$ cat src/hw/rtl/gmw_pkg.sv
package gmw_pkg;

   localparam int MaxWidth  = 4096;
   localparam int MaxHeight = 4096;
   localparam int MaxSe     = 19;
   localparam int MaxRadius = (MaxSe - 1) / 2;
   localparam int ColW      = $clog2(MaxWidth);
   localparam int SlotW     = $clog2(MaxSe);
   localparam int ItemW     = 1 + 8 + 5 + MaxSe;
   localparam int QDepth    = 4;
   localparam int QPtrW     = $clog2(QDepth);

   localparam logic [1:0] CSR_MODE   = 2'd0;
   localparam logic [1:0] CSR_WIDTH  = 2'd1;
   localparam logic [1:0] CSR_HEIGHT = 2'd2;
   localparam logic [1:0] CSR_RADIUS = 2'd3;

   localparam logic OP_PIXEL = 1'b0;
   localparam logic OP_SE    = 1'b1;

   typedef struct packed {
      logic        operation;
      logic [7:0]  pixel;
      logic [4:0]  se_row;
      logic [18:0] se_bits;
   } req_type;

   typedef struct packed {
      logic [7:0]  value;
      logic [11:0] x_first;
      logic [11:0] x_last;
      logic [11:0] y_first;
      logic [11:0] y_last;
      logic        frame_last;
   } rsp_type;

   typedef struct packed {
      logic [ColW:0] w;
      logic [ColW:0] h;
      logic [3:0]    r;
      logic          mode;
   } cfg_type;

endpackage

$ cat src/hw/rtl/gmw_out_queue.sv
module gmw_out_queue import gmw_pkg::*; (
   input  logic    clock,
   input  logic    reset,
   input  logic    in_valid,
   input  rsp_type in_item,
   output logic    in_ready,
   output logic    empty,
   output rsp_type out_item,
   input  logic    pop
);
   rsp_type        mem_ff [QDepth];
   logic [QPtrW-1:0] wp_ff, rp_ff;
   logic [QPtrW:0] cnt_ff;
   logic           wr, rd;

   assign in_ready = (cnt_ff < (QPtrW+1)'(QDepth));
   assign empty    = (cnt_ff == '0);
   assign out_item = mem_ff[rp_ff];
   assign wr = in_valid && in_ready;
   assign rd = pop && !empty;

   always_ff @(posedge clock) begin
      if (wr) mem_ff[wp_ff] <= in_item;
      if (reset) begin
         wp_ff <= '0; rp_ff <= '0; cnt_ff <= '0;
      end else begin
         if (wr) wp_ff <= wp_ff + 1'b1;
         if (rd) rp_ff <= rp_ff + 1'b1;
         cnt_ff <= cnt_ff + (QPtrW+1)'(wr) - (QPtrW+1)'(rd);
      end
   end
endmodule

$ cat config.mk
export PLATFORM = sky130hd
export DESIGN_NAME = gmw_out_queue
export DESIGN_NICKNAME = d
export VERILOG_FILES = /design/src/hw/rtl/gmw_pkg.sv /design/src/hw/rtl/gmw_out_queue.sv
export SDC_FILE = /design/constraint.sdc
export NUM_CORES = 1
export LEC_CHECK = 0
export BUFFER_PORTS_ARGS = -buffer_cell sky130_fd_sc_hd__buf_2
export CORE_ASPECT_RATIO = 0.5
export CORE_MARGIN = 2
export CORE_UTILIZATION = 55
export CTS_BUF_LIST = sky130_fd_sc_hd__clkbuf_4 sky130_fd_sc_hd__clkbuf_8 sky130_fd_sc_hd__clkbuf_16
export CTS_CLUSTER_SIZE = 28
export DETAILED_ROUTE_END_ITERATION = 8
export GPL_TIMING_DRIVEN = 0
export PLACE_DENSITY = 0.77
export SLEW_MARGIN = 10
export SYNTH_ARGS = -nofsm -noshare
export SYNTH_HDL_FRONTEND = slang
export SYNTH_SLANG_ARGS = --single-unit
$ cat constraint.sdc
create_clock -name clock -period 6 [get_ports clock]
set_input_delay 0.3 -clock clock [delete_from_list [all_inputs] [get_ports clock]]
set_output_delay 0.3 -clock clock [all_outputs]
set_load 0.1 [all_outputs]
==> metrics.cfg <==
[clock_tree]
post_cts_resized = 0
path_clk_slew_ns = 0.07
root_buffer = clkbuf_16
hold_buffers = 0
clk_latency_ns = 0.49
numClockSinks = 237
cts_tree = done
cts_max_path_buffers = 3
htree_levels = 1
cts_made_buffers = 20
post_cts_buffers = 0

[logic_synthesis]
synthesis.instances = 345
syn_nets = 413
yosys_warnings = 0
avgSynthCellArea_um2 = 25.12
synthXorXnorAreaFrac_pct = 0.4042
synth-compound-area-share_pct = 0.2021
synth-adder-area-share_pct = 1.097
synth-simple-area-share_pct = 0.8950
synth.area.mux_share_pct = 14.93
ys_types = 22
synth-seq-cells = 237
synth_seq_area_share_pct = 81.07
syn-cell-area_um2 = 8667
synth_top_family_by_area = multiplexers

[global_route]
grt_first_pass_wirelength_um = 22930
grt_usage_pct = 18.18
overflow = 0
grt_max_degree = 34
antenna_found_initial = 0
grt_pass1_vias = 4120

[cells_and_area]
fill_cells = 1001
area_delta_synth_final_pct = 18.88
layout-drive-gt1-share_pct = 45.33
mostFrequentLayoutCell = edfxtp_1
fin_util_pct = 66.84
fin_nets = 558
num_antenna_cells = 0
multiInputGateArea_um2 = 1529
final_cell_mix = 228 x edfxtp_1, 123 x buf_2, 57 x mux4_2
final-seq-area_um2 = 7027

[worst_setup_path]
crit_top_cell = buf_6
endpoint_kind = output port
worstPathRequired_ns = 5.70
path_cells = buf_6, buf_6, mux4_2, buf_2
start_kind = register
crit_type = register to output port
path_max_fanout = 10
slowest_stage = mux4_2
cp.arrival_ns = 2.14
slowest_delay_ns = 0.55

[sta]
tns_ns = 0
finalHoldViolations = 0
maxSlewHeadroom_pct = 58.88
worst_slew_pin_slew_ns = 0.6168
fin_crit_ns = 2.442
rsz0062_at_grt = false
clock.fmax_mhz = 409.5
timing.final.crit_share_pct = 40.70
fin_hold_ws_ns = 0.02610
slew_violations = 0
finClkSkew_ns = 0.01108
finalSetupViolCount = 0
fin_ws_ns = 3.558

[floorplanning]
core_um2 = 15410
die_area_um2 = 16840
boundaryPins = 120
start_util_pct = 56.23
die_width_um = 181.5
std_cell_rows = 32
die_h_um = 92.77

[detailed_routing]
drt-total-wl_um = 14800
dr_total_vias = 3945
initialDrtViolationCount = 226
ant_nets = 0
drc = 0
wl_per_cell_um = 20.93
via_per_inst = 5.580
firstDrtPassIters = 4

[placed_design]
dp_slack_ns = 3.718
dpl.hpwl_um = 9102
gp_congestion = 0.6588
io_buffers = 119

[flow_run]
cap_viol_max_count = 0

[worst_hold_path]
min_path_type = input port to register

[outcome]
status = finished, final reports clean

-- logic make-up (layout without fill, tap and decap cells) --
kind of cell	Yosys count	in the layout
mux	58	58
xor+xnor	4	4
flops	237	237
compound gates	3	3
buf+inv	21	179
fa+ha+maj	7	7
simple gates	15	15
-- critical path: cells and delay by family, from the launching register on --
| kind | cells | cell delay, ns |
|---|---|---|
| buf+inv | 3 | 0.73 |
| mux | 1 | 0.55 |
| flops | 1 | 0.37 |
-- worst paths after layout --
check | slack [ns] | startpoint | cells after the start | end
min reg2reg | 0.54 | rp_ff[1]$_SDFFE_PP0P_ | 2 | rp_ff[1]$_SDFFE_PP0P_
min | 0.03 | in_item[7] | 1 | mem_ff[2][7]$_DFFE_PP_
max reg2reg | 3.76 | cnt_ff[2]$_SDFF_PP0_ | 10 | cnt_ff[2]$_SDFF_PP0_
max | 3.56 | register | 4 | out_item[44]
-- per-stage QoR --
stage,area (µm²),cells
2_1_floorplan,8667,345
3_5_place_dp,9608,672
5_1_grt,10300,707
3_3_place_gp,9518,668
4_1_cts,10300,707
6_report,10300,707
-- metal layers --
metal  track usage (%)  routed length, µm  up-vias
li1                  -                  -     1742
met1             25.91               6624     2099
met2             29.85               7310       85
met3             3.500                599       19
met4             4.201                264        0
met5                 0                  0        -
-- layout make-up --
class / instances / share of cell area [%]
well taps: 204 / 2.477
repair buffers: 123 / 6.557
flip-flops and latches: 237 / 68.20
inverters: 8 / 0.2914
multi-input cells: 87 / 14.84
clock buffers: 27 / 5.598
clock inverters: 8 / 1.154
plain buffers: 13 / 0.8865
-- sequential cells by signal, summed over array words and instances, names as in the netlist, named ones only --
signal	flops
mem_ff	228
cnt_ff	3
rp_ff	2
wp_ff	2
-- cell usage after synthesis, drive strengths merged --
| master | count | area, µm² |
|---|---|---|
| buf | 10 | 80.07 |
| nor3 | 1 | 5.000 |
| o21ai | 1 | 5.000 |
| mux4 | 57 | 1284 |
| a21oi | 1 | 5.000 |
| edfxtp | 228 | 6847 |
| o31ai | 1 | 7.510 |
| xnor2 | 3 | 26.28 |
| ha | 6 | 75.07 |
| clkbuf | 3 | 11.26 |
| or3 | 1 | 6.260 |
| nand2 | 1 | 3.750 |
| nor2 | 5 | 18.77 |
| nor2b | 3 | 18.77 |
| inv | 8 | 30.03 |
| xor2 | 1 | 8.760 |
| dfxtp | 9 | 180.2 |
| mux2i | 1 | 10.01 |
| fa | 1 | 20.02 |
| and2 | 4 | 25.02 |
Power is left out: the tool's default activity adds up to more than one toggle a clock period on the data nets, which glitch-free logic cannot reach.
