**config.mk**
```make
export PLATFORM = sky130hd
export DESIGN_NAME = gmw_queue
export DESIGN_NICKNAME = d
export VERILOG_FILES = /design/src/hw/rtl/gmw_pkg.sv /design/src/hw/rtl/gmw_queue.sv
export SDC_FILE = /design/constraint.sdc
export NUM_CORES = 1
export LEC_CHECK = 0
export ABC_AREA = 1
export BUFFER_PORTS_ARGS = -buffer_cell sky130_fd_sc_hd__buf_2
export CAP_MARGIN = 20
export CORE_MARGIN = 8
export CORE_UTILIZATION = 61
export CTS_CLUSTER_SIZE = 40
export DETAILED_ROUTE_END_ITERATION = 10
export PLACE_DENSITY = 0.84
export SYNTH_ARGS = -nofsm -noshare
export SYNTH_HDL_FRONTEND = slang
export SYNTH_SLANG_ARGS = --single-unit
```
**constraint.sdc**
```tcl
create_clock -name clock -period 4.6 [get_ports clock]
set_clock_uncertainty 0.05 [all_clocks]
set_input_delay 0.46 -clock clock [delete_from_list [all_inputs] [get_ports clock]]
set_output_delay 0.46 -clock clock [all_outputs]
set_load 0.01 [all_outputs]
```
**src/hw/rtl/gmw_pkg.sv**
```systemverilog
package gmw_pkg;

   localparam int MaxWidth  = 4096;
   localparam int MaxHeight = 4096;
   localparam int MaxSe     = 19;
   localparam int MaxRadius = (MaxSe - 1) / 2;
   localparam int ColW      = $clog2(MaxWidth);
   localparam int SlotW     = $clog2(MaxSe);
   localparam int ItemW     = 1 + 8 + 5 + MaxSe;
   localparam int QDepth    = 4;
   localparam int QPtrW     = $clog2(QDepth);

   localparam logic [1:0] CSR_MODE   = 2'd0;
   localparam logic [1:0] CSR_WIDTH  = 2'd1;
   localparam logic [1:0] CSR_HEIGHT = 2'd2;
   localparam logic [1:0] CSR_RADIUS = 2'd3;

   localparam logic OP_PIXEL = 1'b0;
   localparam logic OP_SE    = 1'b1;

   typedef struct packed {
      logic        operation;
      logic [7:0]  pixel;
      logic [4:0]  se_row;
      logic [18:0] se_bits;
   } req_type;

   typedef struct packed {
      logic [7:0]  value;
      logic [11:0] x_first;
      logic [11:0] x_last;
      logic [11:0] y_first;
      logic [11:0] y_last;
      logic        frame_last;
   } rsp_type;

   typedef struct packed {
      logic [ColW:0] w;
      logic [ColW:0] h;
      logic [3:0]    r;
      logic          mode;
   } cfg_type;

endpackage

```
**src/hw/rtl/gmw_queue.sv**
```systemverilog
module gmw_queue import gmw_pkg::*; (
   input  logic    clock,
   input  logic    reset,
   input  logic    push,
   input  req_type push_data,
   output logic    full,
   input  logic    pop,
   output logic    empty,
   output req_type pop_data
);
   req_type           mem_ff [QDepth];
   logic [QPtrW-1:0]  wp_ff, wp_in, rp_ff, rp_in;
   logic [QPtrW:0]    cnt_ff, cnt_in;
   logic              do_push, do_pop;

   assign full     = (cnt_ff == (QPtrW+1)'(QDepth));
   assign empty    = (cnt_ff == '0);
   assign pop_data = mem_ff[rp_ff];
   assign do_push  = push && !full;
   assign do_pop   = pop && !empty;

   always_comb begin
      wp_in  = do_push ? wp_ff + 1'b1 : wp_ff;
      rp_in  = do_pop ? rp_ff + 1'b1 : rp_ff;
      cnt_in = cnt_ff + (QPtrW+1)'(do_push) - (QPtrW+1)'(do_pop);
   end

   always_ff @(posedge clock) begin
      if (do_push) mem_ff[wp_ff] <= push_data;
      if (reset) begin
         wp_ff <= '0; rp_ff <= '0; cnt_ff <= '0;
      end else begin
         wp_ff <= wp_in; rp_ff <= rp_in; cnt_ff <= cnt_in;
      end
   end
endmodule

```
==> flow_summary.ini <==
[status]
status = complete, no violations

[placed_design]
gp_congestion = 0.7006
port_buffers = 71
placed_area_mm2 = 0.005771
dp_cells = 548
dpl.hpwl_um = 6184

[final_layout]
design_area_mm2 = 0.006447
layout.nets = 506
mostFrequentLayoutCells = edfxtp_1, nor2_1, buf_2
final_cell_count_no_fill = 583
syn2layout_area_growth_pct = 19.25
num_antenna_cells = 0
mostFrequentLayoutCell = edfxtp_1
drive_above_1_share = 0.2400

[setup_path]
timing.rr.start = cnt_ff[1]$_SDFF_PP0_
cp.required_ns = 4.09
cp-end-kind = output pin
crit_type = flop to output pin
crit_arrival_ns = 2.69
rrSetupSlack_ns = 2.41
crit_fanout = 67
timing.rr.end = mem_ff[1][10]$_DFFE_PP_
startpoint_type = flop
r2r_cells = 4

[drt]
num_vias = 3352
route.met2.wl_um = 5647
via_per_inst = 5.750
ant_nets = 0
dr.max_layer_used = met5
drc_errors = 0
wl_met1_um = 4383
first_pass_iters = 4
wl_per_cell_um = 18.82
totalWireLength_um = 10970
drt_iter0_drc = 362
route.met3.wl_um = 855

[floorplanning]
row_count = 34
die_w_um = 110.1
start_util = 0.6230
design.die.area_mm2 = 0.01213
die_h_um = 110.1
pin_count = 72
core_area_mm2 = 0.008678

[pwr]
leakagePower_nw = 2.353
vdd_drop_max_mv = 0.3673
powerDensity_mw_per_mm2 = 590.0

[sta]
tightest_slew_ns = 1.073
rsz0062_at_grt = false
tns_ns = 0
fmax_ghz = 0.3124
finalHoldViolCount = 0
setup_viol = 0
report.final.slew_viol_count = 0
post-route-period-util = 0.6959
finalCriticalPeriod_ns = 3.201
max-slew-margin-rel = 0.2836

[global_route]
grt_pass1_vias = 3502
grt_pass1_wl_um = 17180
grt_max_degree = 68
grt_antenna_before_repair = 1
grtUsageTotal = 0.1915
grt_remaining_overflow = 0

[logic_synthesis]
yosysWarnings = 0
synth_area_leaders = edfxtp_1, nor2_1, o21ai_0
synth_fa_ha_area_frac = 0.01759
synth_compound_area_frac = 0.1039
yosysSeqAreaShare = 0.7665
synth_cell_types = 18
ys_ff_latch = 141
synth.top_cell.area_share = 0.7332
synth.mux.area_fraction = 0
synthSimpleGateAreaFrac = 0.06758
avgSynthCellArea_um2 = 13.93
syn_area_mm2 = 0.005406
yosys.area.top_type = edfxtp_1
synth_top_family_by_area = compound AO/OA/AOI/OAI gates
postSynthNetCount = 432
synthXorXnorAreaFrac = 0
synth_cells = 388

[cts]
hold_buffers = 0
clk_pin_slew_worst_paths_ns = 0.06
cts_buffers = 17
cts_resized = 0
cts_buffer_depth = 2
cts_root_buf = clkbuf_8
cts_setup_buffers = 0
cts_sinks = 141
cts_tree = done
htreeDepth = 4
clk_latency_ns = 0.51

[worst_hold_path]
hold_end = cnt_ff[1]$_SDFF_PP0_
worstHoldPathCells = 2
hold_class = input pin to flop
holdCritStartpoint = reset

[run]
cap_viol_max_count = 0
## worst max-delay path, stage by stage (launching register included)
cell	delay, ns
dfxtp_2	0.31
buf_4	0.31
inv_2	0.87
o21ai_0	0.23
o22ai_1	0.25
buf_2	0.19
## worst max path at each step
stage                                    start                endpoint  slack (ns)  cells past startpoint
after floorplan           cnt_ff[1]$_SDFF_PP0_  mem_ff[0][0]$_DFFE_PP_        2.08                      4
after global placement                    flop             pop_data[5]        1.99                      4
after detailed placement                  flop            pop_data[30]        1.92                      4
after CTS                                 flop            pop_data[30]        1.40                      5
after global routing                      flop             pop_data[6]        1.19                      5
final                                     flop            pop_data[30]        1.40                      5
## through the flow
stage               hold slack, ns  power, mW    util  setup WS [ns]
floorplan                   0.3981      2.180       -          2.075
global route               0.03558      3.993  0.7429          1.192
finish                     0.07288      3.804  0.7429          1.399
detailed placement          0.4264      2.444  0.6649          1.917
global placement            0.4156      2.410  0.6649          1.995
CTS                        0.03906      3.809  0.7343          1.395
## sequential cells by signal, summed over array words and instances, names as in the netlist, named ones only
register	count
rp_ff	2
cnt_ff	3
wp_ff	2
mem_ff	132
## cells by family after synthesis
group           after synthesis
fa+ha+maj                     7
simple gates                 96
compound gates              104
flops                       141
buf+inv                      40
## cells in the mapped netlist
cell / n
nand3_1: 4
o21ai_0: 48
a21oi_1: 5
buf_6: 9
o21ai_1: 18
clkbuf_2: 2
inv_1: 18
ha_1: 6
fa_1: 1
buf_2: 7
clkbuf_1: 1
nand2_1: 12
edfxtp_1: 132
inv_2: 2
buf_8: 1
nor2_1: 80
o22ai_1: 33
dfxtp_1: 9
## routing by layer
layer  up-vias  track usage
met5         -            0
met4         2      0.07326
met3         8      0.07616
met2       138       0.3108
met1      1623       0.2259
li1       1581            -
## final cells by class
cell class	count	area, um^2
Inverter	20	75.07
Tap cell	108	135.1
Clock buffer	17	414.1
Multi-Input combinational cell	207	1052
Timing Repair Buffer	75	437.9
Fill cell	553	2231
Sequential cell	141	4145
Clock inverter	15	187.7
## power by group
part | total (mW) | switching [mW] | internal [mW]
sequential | 1.61 | 0.0442 | 1.57
clock | 1.37 | 0.531 | 0.834
combinational | 0.828 | 0.551 | 0.276
total | 3.80 | 1.13 | 2.68
Power figures use the tool's default switching activity.
